--- src/rtl/core/xdts_pkg.sv ---
// shared types, constants and bit-count functions of the xor delta time series encoder
package xdts_pkg;

    localparam int CHUNK_W = 64;
    localparam int LEN_W = 7;
    localparam int HDR_W = 13;
    localparam int STR_W = CHUNK_W + HDR_W;
    localparam int QUEUE_DEPTH = 2;

    localparam logic [1:0] MODE_HEAD = 2'd0;
    localparam logic [1:0] MODE_TIME = 2'd1;
    localparam logic [1:0] MODE_VALUE = 2'd2;

    localparam logic [HDR_W-1:0] DOD_HDR_SHORT = 13'h0002;
    localparam logic [HDR_W-1:0] DOD_HDR_MID = 13'h0006;
    localparam logic [HDR_W-1:0] DOD_HDR_LONG = 13'h000E;
    localparam logic [HDR_W-1:0] DOD_HDR_FULL = 13'h000F;
    localparam logic [HDR_W-1:0] VAL_HDR_REUSE = 13'h0002;
    localparam logic [1:0] VAL_TAG_NEW = 2'b11;

    localparam logic [6:0] LEAD_CAP = 7'd31;
    localparam logic [6:0] LEAD_RESET = 7'd64;

    typedef struct packed {
        logic [1:0] mode;
        logic [63:0] timestamp;
        logic [3:0] column;
        logic [63:0] value_bits;
    } in_item_t;

    typedef struct packed {
        logic [CHUNK_W-1:0] chunk;
        logic [LEN_W-1:0] chunk_length;
        logic last;
    } out_item_t;

    typedef enum logic [2:0] {
        CMD_HEAD,
        CMD_TS_FIRST,
        CMD_TS_DOD,
        CMD_VAL_RAW,
        CMD_VAL_XOR
    } cmd_kind_t;

    typedef struct packed {
        cmd_kind_t kind;
        logic [3:0] col;
        logic [63:0] data;
    } cmd_t;

    typedef struct packed {
        logic [63:0] prev;
        logic [6:0] lead;
        logic [5:0] trail;
    } col_state_t;

    localparam col_state_t COL_STATE_RESET = '{prev: 64'd0, lead: LEAD_RESET, trail: 6'd0};

    function automatic logic [6:0] lead_zeros(input logic [63:0] x);
        logic [63:0] v;
        logic [6:0] c;
        begin
            v = x;
            c = 7'd0;
            if (x == 64'd0)
            begin
                return 7'd64;
            end
            if (v[63:32] == 32'd0)
            begin
                c = c + 7'd32;
                v = v << 32;
            end
            if (v[63:48] == 16'd0)
            begin
                c = c + 7'd16;
                v = v << 16;
            end
            if (v[63:56] == 8'd0)
            begin
                c = c + 7'd8;
                v = v << 8;
            end
            if (v[63:60] == 4'd0)
            begin
                c = c + 7'd4;
                v = v << 4;
            end
            if (v[63:62] == 2'd0)
            begin
                c = c + 7'd2;
                v = v << 2;
            end
            if (!v[63])
            begin
                c = c + 7'd1;
            end
            return c;
        end
    endfunction

    function automatic logic [6:0] trail_zeros(input logic [63:0] x);
        logic [63:0] r;
        begin
            for (int i = 0; i < 64; i++)
            begin
                r[i] = x[63-i];
            end
            return lead_zeros(r);
        end
    endfunction

endpackage

--- src/rtl/core/xdts_ram.sv ---
// generic single write port ram with registered read
module xdts_ram #(
    parameter int WIDTH = 8,
    parameter int DEPTH = 16,
    parameter int ADDR_W = (DEPTH > 1) ? $clog2(DEPTH) : 1
) (
    input  logic              clk,
    input  logic              wr_en,
    input  logic [ADDR_W-1:0] wr_addr,
    input  logic [WIDTH-1:0]  wr_data,
    input  logic              rd_en,
    input  logic [ADDR_W-1:0] rd_addr,
    output logic [WIDTH-1:0]  rd_data
);

    logic [WIDTH-1:0] mem_reg [DEPTH];
    logic [WIDTH-1:0] rd_data_reg;

    always_ff @(posedge clk)
    begin
        if (wr_en)
        begin
            mem_reg[wr_addr] <= wr_data;
        end
        if (rd_en)
        begin
            rd_data_reg <= mem_reg[rd_addr];
        end
    end

    assign rd_data = rd_data_reg;

endmodule

--- src/rtl/core/xdts_front.sv ---
// front end: accepts items, keeps the time state and classifies items into commands
module xdts_front #(
    parameter int NUM_COLUMNS = 16,
    parameter int FIRST_DELTA_BITS = 14
) (
    input  logic              clk,
    input  logic              rst_n,
    input  logic              push,
    input  logic              full,
    input  xdts_pkg::in_item_t item,
    output logic              cmd_valid,
    output xdts_pkg::cmd_t    cmd
);

    import xdts_pkg::*;

    localparam logic [31:0] FD_MASK = 32'hFFFF_FFFF >> (32 - FIRST_DELTA_BITS);

    logic [31:0] head_reg, head_next;
    logic [31:0] last_reg, last_next;
    logic [31:0] prior_reg, prior_next;
    logic first_row_reg, first_row_next;
    logic row_seen_reg, row_seen_next;

    logic accept;
    logic [31:0] ts32;
    logic [31:0] first_delta;
    logic [31:0] dod;
    logic col_ok;

    always_comb
    begin
        accept = push && !full;
        ts32 = item.timestamp[31:0];
        first_delta = (ts32 - head_reg) & FD_MASK;
        dod = ts32 - last_reg - last_reg + prior_reg;
        col_ok = 32'(item.column) < 32'(NUM_COLUMNS);

        head_next = head_reg;
        last_next = last_reg;
        prior_next = prior_reg;
        first_row_next = first_row_reg;
        row_seen_next = row_seen_reg;
        cmd_valid = 1'b0;
        cmd = '{kind: CMD_HEAD, col: item.column, data: item.timestamp};

        if (accept)
        begin
            case (item.mode)
                MODE_HEAD:
                begin
                    cmd_valid = 1'b1;
                    head_next = ts32;
                    last_next = ts32;
                    prior_next = 32'd0;
                    first_row_next = 1'b1;
                    row_seen_next = 1'b0;
                end
                MODE_TIME:
                begin
                    cmd_valid = 1'b1;
                    if (!row_seen_reg)
                    begin
                        cmd.kind = CMD_TS_FIRST;
                        cmd.data = {32'd0, first_delta};
                        prior_next = head_reg;
                        row_seen_next = 1'b1;
                    end
                    else
                    begin
                        cmd.kind = CMD_TS_DOD;
                        cmd.data = {32'd0, dod};
                        prior_next = last_reg;
                        first_row_next = 1'b0;
                    end
                    last_next = ts32;
                end
                MODE_VALUE:
                begin
                    cmd_valid = col_ok;
                    cmd.kind = first_row_reg ? CMD_VAL_RAW : CMD_VAL_XOR;
                    cmd.data = item.value_bits;
                end
                default:
                begin
                    cmd_valid = 1'b0;
                end
            endcase
        end
    end

    always_ff @(posedge clk or negedge rst_n)
    begin
        if (!rst_n)
        begin
            head_reg <= 32'd0;
            last_reg <= 32'd0;
            prior_reg <= 32'd0;
            first_row_reg <= 1'b1;
            row_seen_reg <= 1'b0;
        end
        else
        begin
            head_reg <= head_next;
            last_reg <= last_next;
            prior_reg <= prior_next;
            first_row_reg <= first_row_next;
            row_seen_reg <= row_seen_next;
        end
    end

endmodule

--- src/rtl/core/xdts_cmd_queue.sv ---
// short command queue between front end and back end
module xdts_cmd_queue (
    input  logic           clk,
    input  logic           rst_n,
    input  logic           push,
    input  xdts_pkg::cmd_t push_cmd,
    output logic           full,
    input  logic           pop,
    output logic           empty,
    output xdts_pkg::cmd_t head
);

    import xdts_pkg::*;

    localparam int PTR_W = (QUEUE_DEPTH > 1) ? $clog2(QUEUE_DEPTH) : 1;
    localparam int CNT_W = $clog2(QUEUE_DEPTH + 1);

    cmd_t entries_reg [QUEUE_DEPTH];
    logic [PTR_W-1:0] wr_ptr_reg, wr_ptr_next;
    logic [PTR_W-1:0] rd_ptr_reg, rd_ptr_next;
    logic [CNT_W-1:0] count_reg, count_next;

    function automatic logic [PTR_W-1:0] ptr_inc(input logic [PTR_W-1:0] p);
        begin
            return (p == PTR_W'(QUEUE_DEPTH - 1)) ? '0 : p + 1'b1;
        end
    endfunction

    always_comb
    begin
        full = count_reg == CNT_W'(QUEUE_DEPTH);
        empty = count_reg == '0;
        head = entries_reg[rd_ptr_reg];
        wr_ptr_next = push ? ptr_inc(wr_ptr_reg) : wr_ptr_reg;
        rd_ptr_next = pop ? ptr_inc(rd_ptr_reg) : rd_ptr_reg;
        count_next = count_reg;
        if (push && !pop)
        begin
            count_next = count_reg + 1'b1;
        end
        else if (pop && !push)
        begin
            count_next = count_reg - 1'b1;
        end
    end

    always_ff @(posedge clk or negedge rst_n)
    begin
        if (!rst_n)
        begin
            wr_ptr_reg <= '0;
            rd_ptr_reg <= '0;
            count_reg <= '0;
        end
        else
        begin
            wr_ptr_reg <= wr_ptr_next;
            rd_ptr_reg <= rd_ptr_next;
            count_reg <= count_next;
        end
    end

    always_ff @(posedge clk)
    begin
        if (push)
        begin
            entries_reg[wr_ptr_reg] <= push_cmd;
        end
    end

endmodule

--- src/rtl/core/xdts_back.sv ---
// back end: column state memory, xor and delta encoding, bit string assembly and chunk output
module xdts_back #(
    parameter int NUM_COLUMNS = 16,
    parameter int FIRST_DELTA_BITS = 14
) (
    input  logic               clk,
    input  logic               rst_n,
    input  logic               q_empty,
    input  xdts_pkg::cmd_t     q_head,
    output logic               q_pop,
    output logic               sweep_busy,
    output logic               empty,
    input  logic               pop,
    output xdts_pkg::out_item_t result
);

    import xdts_pkg::*;

    localparam int ADDR_W = (NUM_COLUMNS > 1) ? $clog2(NUM_COLUMNS) : 1;
    localparam int STATE_W = $bits(col_state_t);

    // pipeline control
    logic en;
    logic issue;
    logic sweep_start;
    logic b_write;

    // issue stage
    logic b_valid_reg, b_valid_next;
    cmd_t b_cmd_reg;
    logic [ADDR_W-1:0] b_addr_reg;

    // column state memory and bypass
    logic ram_wr_en;
    logic [ADDR_W-1:0] ram_wr_addr;
    col_state_t ram_wr_data;
    col_state_t ram_rd_data;
    logic fwd_valid_reg, fwd_valid_next;
    logic [ADDR_W-1:0] fwd_addr_reg;
    col_state_t fwd_state_reg;
    logic sweep_active_reg, sweep_active_next;
    logic [ADDR_W-1:0] sweep_addr_reg, sweep_addr_next;

    // encode stage
    col_state_t cur_state;
    col_state_t new_state;
    logic [63:0] xr;
    logic [6:0] lz, tz;
    logic [4:0] cl;
    logic [6:0] sig;
    logic [7:0] win_sum;
    logic reuse;
    logic [31:0] zz;
    logic [63:0] c_x_next;
    logic [5:0] c_sh_next;
    logic [6:0] c_w_next;
    logic [HDR_W-1:0] c_hdr_next;
    logic [3:0] c_hlen_next;
    logic c_raw_next;

    // assembly stage
    logic c_valid_reg, c_valid_next;
    logic [63:0] c_x_reg;
    logic [5:0] c_sh_reg;
    logic [6:0] c_w_reg;
    logic [HDR_W-1:0] c_hdr_reg;
    logic [3:0] c_hlen_reg;
    logic c_raw_reg;
    logic [STR_W-1:0] e_string_next;
    logic [LEN_W-1:0] e_length_next;

    // output stage
    logic e_valid_reg, e_valid_next;
    logic e_second_reg, e_second_next;
    logic [STR_W-1:0] e_string_reg;
    logic [LEN_W-1:0] e_length_reg;
    logic e_split;
    logic [LEN_W-1:0] rest_len;
    logic [3:0] rest_shift;

    xdts_ram #(
        .WIDTH (STATE_W),
        .DEPTH (NUM_COLUMNS),
        .ADDR_W(ADDR_W)
    ) u_state_ram (
        .clk    (clk),
        .wr_en  (ram_wr_en),
        .wr_addr(ram_wr_addr),
        .wr_data(ram_wr_data),
        .rd_en  (issue),
        .rd_addr(ADDR_W'(q_head.col)),
        .rd_data(ram_rd_data)
    );

    // output stage and stall
    always_comb
    begin
        e_split = e_length_reg > LEN_W'(CHUNK_W);
        rest_len = e_length_reg - LEN_W'(CHUNK_W);
        rest_shift = rest_len[3:0];
        empty = !e_valid_reg;
        result.chunk = e_string_reg[CHUNK_W-1:0];
        result.chunk_length = e_length_reg;
        result.last = 1'b1;
        if (e_split && !e_second_reg)
        begin
            result.chunk = CHUNK_W'(e_string_reg >> rest_shift);
            result.chunk_length = LEN_W'(CHUNK_W);
            result.last = 1'b0;
        end
        else if (e_split)
        begin
            result.chunk = e_string_reg[CHUNK_W-1:0] & ~({CHUNK_W{1'b1}} << rest_shift);
            result.chunk_length = rest_len;
        end

        en = !e_valid_reg || (pop && (!e_split || e_second_reg));
        e_valid_next = e_valid_reg;
        e_second_next = e_second_reg;
        if (en)
        begin
            e_valid_next = c_valid_reg;
            e_second_next = 1'b0;
        end
        else if (pop && e_split)
        begin
            e_second_next = 1'b1;
        end
    end

    // issue, memory write and clearing sweep
    always_comb
    begin
        sweep_busy = sweep_active_reg;
        issue = en && !q_empty && !sweep_active_reg &&
                !(b_valid_reg && (b_cmd_reg.kind == CMD_HEAD));
        q_pop = issue;
        b_valid_next = en ? issue : b_valid_reg;
        c_valid_next = en ? b_valid_reg : c_valid_reg;
        sweep_start = en && b_valid_reg && (b_cmd_reg.kind == CMD_HEAD);
        b_write = en && b_valid_reg &&
                  ((b_cmd_reg.kind == CMD_VAL_RAW) || (b_cmd_reg.kind == CMD_VAL_XOR));

        sweep_active_next = sweep_active_reg;
        sweep_addr_next = sweep_addr_reg;
        if (sweep_active_reg)
        begin
            if (sweep_addr_reg == ADDR_W'(NUM_COLUMNS - 1))
            begin
                sweep_active_next = 1'b0;
                sweep_addr_next = '0;
            end
            else
            begin
                sweep_addr_next = sweep_addr_reg + 1'b1;
            end
        end
        else if (sweep_start)
        begin
            sweep_active_next = 1'b1;
            sweep_addr_next = '0;
        end

        fwd_valid_next = fwd_valid_reg;
        if (sweep_start)
        begin
            fwd_valid_next = 1'b0;
        end
        else if (b_write)
        begin
            fwd_valid_next = 1'b1;
        end

        if (sweep_active_reg)
        begin
            ram_wr_en = 1'b1;
            ram_wr_addr = sweep_addr_reg;
            ram_wr_data = COL_STATE_RESET;
        end
        else
        begin
            ram_wr_en = b_write;
            ram_wr_addr = b_addr_reg;
            ram_wr_data = new_state;
        end
    end

    // encode stage
    always_comb
    begin
        cur_state = (fwd_valid_reg && (fwd_addr_reg == b_addr_reg)) ? fwd_state_reg : ram_rd_data;
        xr = b_cmd_reg.data ^ cur_state.prev;
        lz = lead_zeros(xr);
        tz = trail_zeros(xr);
        cl = (lz > LEAD_CAP) ? LEAD_CAP[4:0] : lz[4:0];
        sig = 7'd64 - {2'b00, cl} - tz;
        win_sum = {1'b0, cur_state.lead} + {2'b00, cur_state.trail};
        reuse = (lz >= cur_state.lead) && (tz >= {1'b0, cur_state.trail}) && (win_sum < 8'd64);
        zz = {b_cmd_reg.data[30:0], 1'b0} ^ {32{b_cmd_reg.data[31]}};

        c_x_next = b_cmd_reg.data;
        c_sh_next = 6'd0;
        c_w_next = 7'd64;
        c_hdr_next = '0;
        c_hlen_next = 4'd0;
        c_raw_next = 1'b0;
        new_state = '{prev: b_cmd_reg.data, lead: cur_state.lead, trail: cur_state.trail};

        case (b_cmd_reg.kind)
            CMD_HEAD:
            begin
                c_w_next = 7'd64;
            end
            CMD_TS_FIRST:
            begin
                c_w_next = 7'(FIRST_DELTA_BITS);
            end
            CMD_TS_DOD:
            begin
                c_x_next = {32'd0, zz};
                if (zz == 32'd0)
                begin
                    c_w_next = 7'd0;
                    c_hlen_next = 4'd1;
                end
                else if (zz[31:12] != 20'd0)
                begin
                    c_w_next = 7'd32;
                    c_hdr_next = DOD_HDR_FULL;
                    c_hlen_next = 4'd4;
                end
                else if (zz[31:9] != 23'd0)
                begin
                    c_w_next = 7'd12;
                    c_hdr_next = DOD_HDR_LONG;
                    c_hlen_next = 4'd4;
                end
                else if (zz[31:7] != 25'd0)
                begin
                    c_w_next = 7'd9;
                    c_hdr_next = DOD_HDR_MID;
                    c_hlen_next = 4'd3;
                end
                else
                begin
                    c_w_next = 7'd7;
                    c_hdr_next = DOD_HDR_SHORT;
                    c_hlen_next = 4'd2;
                end
            end
            CMD_VAL_RAW:
            begin
                c_raw_next = 1'b1;
            end
            CMD_VAL_XOR:
            begin
                c_x_next = xr;
                if (xr == 64'd0)
                begin
                    c_w_next = 7'd0;
                    c_hlen_next = 4'd1;
                end
                else if (reuse)
                begin
                    c_sh_next = cur_state.trail;
                    c_w_next = 7'd64 - cur_state.lead - {1'b0, cur_state.trail};
                    c_hdr_next = VAL_HDR_REUSE;
                    c_hlen_next = 4'd2;
                end
                else
                begin
                    c_sh_next = tz[5:0];
                    c_w_next = sig;
                    c_hdr_next = {VAL_TAG_NEW, cl, sig[5:0]};
                    c_hlen_next = 4'd13;
                    new_state.lead = {2'b00, cl};
                    new_state.trail = tz[5:0];
                end
            end
            default:
            begin
                c_w_next = 7'd64;
            end
        endcase
    end

    // assembly stage
    always_comb
    begin
        if (c_raw_reg)
        begin
            e_string_next = {{(STR_W - CHUNK_W - 1){1'b0}}, c_x_reg, 1'b0};
            e_length_next = LEN_W'(CHUNK_W + 1);
        end
        else
        begin
            e_string_next = ({{(STR_W - HDR_W){1'b0}}, c_hdr_reg} << c_w_reg) |
                            STR_W'(c_x_reg >> c_sh_reg);
            e_length_next = {3'b000, c_hlen_reg} + c_w_reg;
        end
    end

    always_ff @(posedge clk or negedge rst_n)
    begin
        if (!rst_n)
        begin
            b_valid_reg <= 1'b0;
            c_valid_reg <= 1'b0;
            e_valid_reg <= 1'b0;
            e_second_reg <= 1'b0;
            fwd_valid_reg <= 1'b0;
            sweep_active_reg <= 1'b1;
            sweep_addr_reg <= '0;
        end
        else
        begin
            b_valid_reg <= b_valid_next;
            c_valid_reg <= c_valid_next;
            e_valid_reg <= e_valid_next;
            e_second_reg <= e_second_next;
            fwd_valid_reg <= fwd_valid_next;
            sweep_active_reg <= sweep_active_next;
            sweep_addr_reg <= sweep_addr_next;
        end
    end

    always_ff @(posedge clk)
    begin
        if (issue)
        begin
            b_cmd_reg <= q_head;
            b_addr_reg <= ADDR_W'(q_head.col);
        end
        if (b_write)
        begin
            fwd_addr_reg <= b_addr_reg;
            fwd_state_reg <= new_state;
        end
        if (en)
        begin
            c_x_reg <= c_x_next;
            c_sh_reg <= c_sh_next;
            c_w_reg <= c_w_next;
            c_hdr_reg <= c_hdr_next;
            c_hlen_reg <= c_hlen_next;
            c_raw_reg <= c_raw_next;
            e_string_reg <= e_string_next;
            e_length_reg <= e_length_next;
        end
    end

endmodule

--- src/rtl/core/xor_delta_time_series_encoder_core.sv ---
// top level of the xor delta time series encoder
//
//  channel   handshake              payload
//  input     push / full            item   (mode, timestamp, column, value_bits)
//  result    empty / pop            result (chunk, chunk_length, last)
//
// an accepted item passes the command queue and the issue, assembly and output stages
// before its first chunk shows. the output register holds one item's chunks: up to 64
// bits leave as one chunk, a longer item as two, and the next item enters once the
// register is empty or its last chunk is popped. after reset and every head item the
// column state memory is cleared, one column a cycle, while full stays high.
// a stalled pop holds the back end; the command queue keeps taking items until full.
module xor_delta_time_series_encoder_core #(
    parameter int NUM_COLUMNS = 16,
    parameter int FIRST_DELTA_BITS = 14
) (
    input  logic                clk,
    input  logic                rst_n,
    input  logic                push,
    output logic                full,
    input  xdts_pkg::in_item_t  item,
    output logic                empty,
    input  logic                pop,
    output xdts_pkg::out_item_t result
);

    import xdts_pkg::*;

    logic q_push;
    cmd_t q_push_cmd;
    logic q_full;
    logic q_pop;
    logic q_empty;
    cmd_t q_head;
    logic sweep_busy;

    assign full = q_full || sweep_busy;

    xdts_front #(
        .NUM_COLUMNS     (NUM_COLUMNS),
        .FIRST_DELTA_BITS(FIRST_DELTA_BITS)
    ) u_front (
        .clk      (clk),
        .rst_n    (rst_n),
        .push     (push),
        .full     (full),
        .item     (item),
        .cmd_valid(q_push),
        .cmd      (q_push_cmd)
    );

    xdts_cmd_queue u_queue (
        .clk     (clk),
        .rst_n   (rst_n),
        .push    (q_push),
        .push_cmd(q_push_cmd),
        .full    (q_full),
        .pop     (q_pop),
        .empty   (q_empty),
        .head    (q_head)
    );

    xdts_back #(
        .NUM_COLUMNS     (NUM_COLUMNS),
        .FIRST_DELTA_BITS(FIRST_DELTA_BITS)
    ) u_back (
        .clk       (clk),
        .rst_n     (rst_n),
        .q_empty   (q_empty),
        .q_head    (q_head),
        .q_pop     (q_pop),
        .sweep_busy(sweep_busy),
        .empty     (empty),
        .pop       (pop),
        .result    (result)
    );

    a_no_push_when_full: assert property (@(posedge clk) disable iff (!rst_n)
        q_push |-> !q_full)
        else $error("command pushed into a full queue");

    a_no_issue_in_sweep: assert property (@(posedge clk) disable iff (!rst_n)
        sweep_busy |-> !q_pop)
        else $error("command issued while column state is being cleared");

    a_chunk_length: assert property (@(posedge clk) disable iff (!rst_n)
        !empty |-> (result.chunk_length != 7'd0 && result.chunk_length <= 7'd64))
        else $error("chunk length out of range");

    a_second_chunk_follows: assert property (@(posedge clk) disable iff (!rst_n)
        (!empty && pop && !result.last) |=> (!empty && result.last))
        else $error("second chunk of a transaction not ready after the first");

endmodule
--- config.mk ---
export PLATFORM = sky130hd
export DESIGN_NAME = xor_delta_time_series_encoder_core
export DESIGN_NICKNAME = d
export VERILOG_FILES = /design/src/rtl/core/xdts_pkg.sv /design/src/rtl/core/xdts_ram.sv /design/src/rtl/core/xdts_front.sv /design/src/rtl/core/xdts_cmd_queue.sv /design/src/rtl/core/xdts_back.sv /design/src/rtl/core/xor_delta_time_series_encoder_core.sv
export SDC_FILE = /design/constraint.sdc
export NUM_CORES = 2
export LEC_CHECK = 0
export BUFFER_PORTS_ARGS = -buffer_cell sky130_fd_sc_hd__buf_4
export CAP_MARGIN = 20
export CORE_ASPECT_RATIO = 0.9
export CORE_MARGIN = 8
export CORE_UTILIZATION = 55
export CTS_BUF_LIST = sky130_fd_sc_hd__clkbuf_8 sky130_fd_sc_hd__clkbuf_16
export DETAILED_ROUTE_END_ITERATION = 8
export HOLD_SLACK_MARGIN = 0.06
export PLACE_DENSITY_LB_ADDON = 0.05
export SETUP_SLACK_MARGIN = 0.4
export SYNTH_ARGS = -nofsm -noshare
export SYNTH_HDL_FRONTEND = slang
export SYNTH_SLANG_ARGS = --single-unit
export TNS_END_PERCENT = 5
--- constraint.sdc ---
create_clock -name clk -period 22.8 [get_ports clk]
set_input_delay 5.7 -clock clk [delete_from_list [all_inputs] [get_ports clk]]
set_output_delay 5.7 -clock clk [all_outputs]
set_load 0.05 [all_outputs]
Word-level counts from Yosys, hierarchy flattened
Memory sizes are Yosys's and may differ from the RTL's. A register that Yosys moved wholly into a read port is not among the register bits.
Index checks and enable logic that the tools add are counted.
Operators by class
  add/sub/neg operators: 26
  magnitude comparators: 5
  equality and inequality tests: 10
  shifts and indexed selects: 4
  multiplexer cells: 116
  bitwise gates (word level): 6
  reduce and logical (&&, ||, !) cells: 60
Operators by type and width (count)
  2-to-1 mux 64 bit: 21
  case mux 64 bit (2 select lines): 2
  2-to-1 mux 7 bit: 29
  2-to-1 mux 77 bit: 2
  2-to-1 mux 71 bit: 2
  logical NOT 64 bit: 2
  2-to-1 mux 13 bit: 8
  logical NOT 32 bit: 3
  bitwise OR 77 bit: 1
  << shifter 13 x 7 -> 77 bit: 1
  >> shifter 64 x 6 -> 77 bit: 1
  >> shifter 77 x 4 -> 64 bit: 1
  2-to-1 mux 65 bit: 1
  bitwise AND 64 bit: 1
  2-to-1 mux 32 bit: 2
  inverter 64 bit: 1
  case mux 32 bit (2 select lines): 1
  << shifter 64 x 4 -> 64 bit (first input constant): 1
  subtractor 32 bit: 2
  bitwise XOR 64 bit: 1
  2-to-1 mux 4 bit: 10
  adder 32 bit: 1
  logical NOT 16 bit: 2
  bitwise XOR 32 bit: 1
  other kinds (56): 130
Storage, ports and cells
  register bits after elaboration: 443
  memory bits (writable): 1374
  memories: 2
Memories
  u_back.u_state_ram.mem_reg: depth 16, width 77, rd ports 1, clocked after Yosys merged registers in 1, wr ports 1, RTL line xdts_ram.sv:16  | logic [WIDTH-1:0] mem_reg [DEPTH];
  u_queue.entries_reg: depth 2, width 71, rd ports 1, clocked after Yosys merged registers in 0, wr ports 1, RTL line xdts_cmd_queue.sv:18  | cmd_t entries_reg [QUEUE_DEPTH];

Logic depth before layout (Yosys ltp)
  depth in word-level cells: 29
  gate-level depth with buffers: 33
  mapped depth without buffers: 28

Modules after synthesis
Synthesis repeated with hierarchy kept, for this count alone.
Second synthesis, totals
  cell total of the unflattened synthesis: 6315
  area, all modules: 90504.3 um^2
Modules (own cells, without submodules)
  xdts_ram: times used 1, cells each 1978, area an instance 48346.4 um^2, seq. area each 39307.7 um^2
  xdts_back: times used 1, cells each 3077, area an instance 28107.0 um^2, seq. area each 10131.0 um^2
  xdts_front: times used 1, cells each 1022, area an instance 8384.3 um^2, seq. area each 2453.6 um^2
  xdts_cmd_queue: times used 1, cells each 237, area an instance 5660.4 um^2, seq. area each 4364.2 um^2
  xor_delta_time_series_encoder_core: times used 1, cells each 1, area an instance 6.3 um^2, seq. area each 0.0 um^2

Least setup slack after synthesis
No wires, ideal clock.
  path type: input port to flip-flop
  start: in pop
  end: reg u_queue.count_reg[1]
  library setup time: 79 ps
  arrival time: 22024 ps
  required time: 22721 ps
  slack: 697 ps
  cell stages on the path: 6
  path buffers: 0
  cell sequence: a21oi_1 nor4_1 inv_1 ha_1 nor2_1 xor2_1
Between the ends
  longest elaborated chain between the ends: 8
Ends and longest elaborated chain
  start: declaration: RTL line xor_delta_time_series_encoder_core.sv:23  | input logic pop,
  logical AND 1 bit (*): RTL line xdts_back.sv:117  | en = !e_valid_reg || (pop && (!e_split || e_second_reg));
  logical OR 1 bit (*): RTL line xdts_back.sv:117
  logical AND 1 bit (*) (3 in series): RTL line xdts_back.sv:135  | issue = en && !q_empty && !sweep_active_reg &&
  via q_pop: RTL line xor_delta_time_series_encoder_core.sv:32  | logic q_pop;
  logical NOT 1 bit: RTL line xdts_cmd_queue.sv:37  | if (push && !pop)
  logical AND 1 bit: RTL line xdts_cmd_queue.sv:37
  2-to-1 mux 2 bit / nonzero test 2 bit (equally long branches)
  end signal: assignment: RTL line xdts_cmd_queue.sv:59  | count_reg <= count_next;
  end: declaration: RTL line xdts_cmd_queue.sv:21  | logic [CNT_W-1:0] count_reg, count_next;
The timed path passes the listed nets; every way through them passes the cells marked *.
A chain may end at the register's enable or synchronous reset.

==> results.toml <==
[setup_path]
critPathTopFamily = "simple AND/OR/NAND/NOR gates"
timing.rr.end = "u_back.u_state_ram.mem_reg[14][9]$_DFFE_PP_"
cp.required_ns = 23.27
cp-startpoint = "u_back.b_addr_reg[0]$_DFFE_PP_"
endpoint_kind = "flip-flop"
slowest_stage = "nand2_2"
arrival_ns = 11.27
rr_worst_depth = 27
crit_path_max_fanout = 84
crit_path_max_incr_delay_ns = 0.85
cp_num_buf_inv = 2
cp_common_cell = "nand2b_1"
r2r_slack_ns = 12.00
critPathLaunchType = "flip-flop"
path_class = "flip-flop to flip-flop"
r2r_start = "u_back.b_addr_reg[0]$_DFFE_PP_"

[sta]
finalClockSkew_ns = 0.06203
slew_headroom_pct = 25.27
worstMarginPinSlew_ns = 1.119
rsz0062_at_grt = "no"
slew_violations = 0
fmax_mhz = 92.59
period_needed_ns = 10.80
worst_hold_slack_ns = 0.4727
fin_crit_sh_pct = 47.37
finalSetupTns_ns = 0
finalHoldViolations = 0
setup_viol = 0

[detailed_routing]
drt_iter0_drc = 7985
drt-pass1-iter-count = 9
via_per_inst = 6.298
wire_per_inst_microns = 27.77
postRouteAntennaNets = 0
via_count = 65592
drt_wl_total_mm = 289.2
drcViolationCount = 0

[logic_synthesis]
synth.cell_area_sq_um = 91340
async_flop_share_pct = 5.920
ys_seq_area_share_pct = 61.59
synth-seq-cells = 1892
synth_common_cells = "1780 x edfxtp_1, 1760 x nand2_1, 735 x nand3_1"
syn_nets = 8293
yosysMostFrequentCell = "edfxtp_1"
yosys-top-cells-area = "edfxtp_1 59%, nand2_1 7.2%, nand3_1 4.0%"
synth_top_cell_by_area = "edfxtp_1"
synthFlopType = "edfxtp_1"
synth_top_area_share_pct = 58.52
postSynthAreaPerCell_sq_um = 11.38
ys_types = 91
ys_warn_count = 0
synth-edff-count = 1780
syn_inst = 8024

[cts]
cts.clk_slew.worst_paths_ns = 0.07
cts_made_buffers = 186
cts.hold.buffers_added = 0
clock_sinks = 1892
clk_path_buf_depth = 3
cts_setup_buffers = 0
clock_latency_ns = 0.83
h-tree-depth = 4
cts_resized = 0
cts-root-buf = "clkbuf_16"
cts_tree = "done"

[place]
io_buffers = 211
dp_hpwl_mm = 181.5
place.gp.congestion = 1.002

[die]
core_area_sq_um = 165800
die_w_microns = 445.6
rows = 142
io-pin-count = 212
fp.dieArea_sq_um = 179400
start_util_pct = 55.10
chipHeight_microns = 402.6

[hold_path]
whs_path_depth = 2
hp-class = "flip-flop to flip-flop"
hp-start = "u_back.c_valid_reg$_DFFE_PN0N_"
worst_hold_path.endpoint = "u_back.c_valid_reg$_DFFE_PN0N_"

[cells_and_area]
largest_register_ffs = 1232
regArea_sq_um = 56260
multi_input_area_sq_um = 32180
final_nets = 8288
num-fill-cells = 13230
area_growth_pct = 10.68
drive_gt1_share_pct = 11.22

[power]
vdd_drop_max_mv = 0.1783
p_int_mw = 9.093
p_leak_nw = 37.64
clockPowerShare_pct = 18.7
sequentialPowerShare_pct = 34.5
power.switching_mw = 7.131
p_comb_share_pct = 46.8
switching_share_pct = 43.95
powerDensity_nw_per_um2 = 160.5

[global_route]
gr-total-overflow = 0
antenna_found_initial = 11
grt_pass1_wl_mm = 420.4
grt_max_degree = 175
grt_pass1_vias = 61796
track_usage_pct = 31.22

[job]
drv_cap = 0

[run_status]
status = "completed"
-- routing by layer --
layer  track usage (%)  share of wire (%)
met1             45.00                 42
met2             47.62                 45
met3             5.667                8.6
met4             11.68                4.3
met5                 0             0.0093
-- layout by cell type (no fill, tap or decap), types with 158 or more instances in the layout --
| cell | instances |
|---|---|
| a21oi_1 | 244 |
| a311oi_1 | 158 |
| buf_4 | 359 |
| clkbuf_16 | 189 |
| edfxtp_1 | 1780 |
| inv_1 | 272 |
| mux2i_1 | 250 |
| nand2_1 | 1755 |
| nand3_1 | 735 |
| nor2_1 | 347 |
| nor2b_1 | 195 |
| o21ai_0 | 223 |
-- per-stage QoR --
stage	power [mW]	util, %	std cells	setup slack, ns	instance area [sq um]
2_1_floorplan	10.53	-	8024	0.6973	91340
3_3_place_gp	13.03	57.25	10051	12.50	94900
3_5_place_dp	13.09	57.28	10056	12.31	94940
4_1_cts	16.13	60.93	10399	12.25	101000
5_1_grt	16.98	60.98	10407	11.46	101100
6_report	16.22	60.99	10415	12.00	101100
-- worst reg2reg max path: cells and delay by family (launching register included) --
kind            cells  cell delay (ns)
simple gates       11             4.72
compound gates      9             2.37
buf+inv             2             1.20
mux                 2             0.90
xor+xnor            2             0.58
flops               1             0.46
fa+ha+maj           1             0.24
-- cell type report --
class,count,share of cell area (%)
sequential,1892,55.65
inverter,243,0.9307
timing repair buffer,367,2.816
clock buffer,190,4.692
tap,2232,2.762
multi-input combinational,5329,31.83
clock inverter,153,1.297
antenna,9,0.02228
-- worst max-delay path by stage --
stage / cells past startpoint / slack (ns) / endpoint
detailed placement: 27 / 12.31 / u_back.u_state_ram.mem_reg[14][9]$_DFFE_PP_
global route: 27 / 11.46 / u_back.u_state_ram.mem_reg[14][9]$_DFFE_PP_
finish: 27 / 12.00 / u_back.u_state_ram.mem_reg[14][9]$_DFFE_PP_
floorplan: 6 / 0.70 / u_queue.count_reg[1]$_DFFE_PN0P_
global placement: 27 / 12.50 / u_back.u_state_ram.mem_reg[14][9]$_DFFE_PP_
CTS: 27 / 12.25 / u_back.u_state_ram.mem_reg[14][9]$_DFFE_PP_
-- kinds of logic (layout without fill, tap and decap cells) --
| logic type | count (synthesis) | in the layout | synth area share [%] |
|---|---|---|---|
| compound gates | 1221 | 1221 | 9.094 |
| xor+xnor | 111 | 111 | 1.064 |
| fa+ha+maj | 131 | 131 | 2.082 |
| buf+inv | 803 | 953 | 3.442 |
| flops | 1892 | 1892 | 61.59 |
| mux | 446 | 446 | 5.856 |
| other cells | 0 | 9 | 0 |
| simple gates | 3420 | 3420 | 16.87 |
-- power groups by stage --
stage	combinational (mW)	clock (mW)	sequential, mW
floorplan	5.14	0	5.38
detailed placement	7.46	0	5.63
global route	8.14	3.20	5.64
finish	7.59	3.04	5.59
global placement	7.42	0	5.61
CTS	7.49	3.08	5.56
Note: power is estimated with default switching activity, not from simulation.
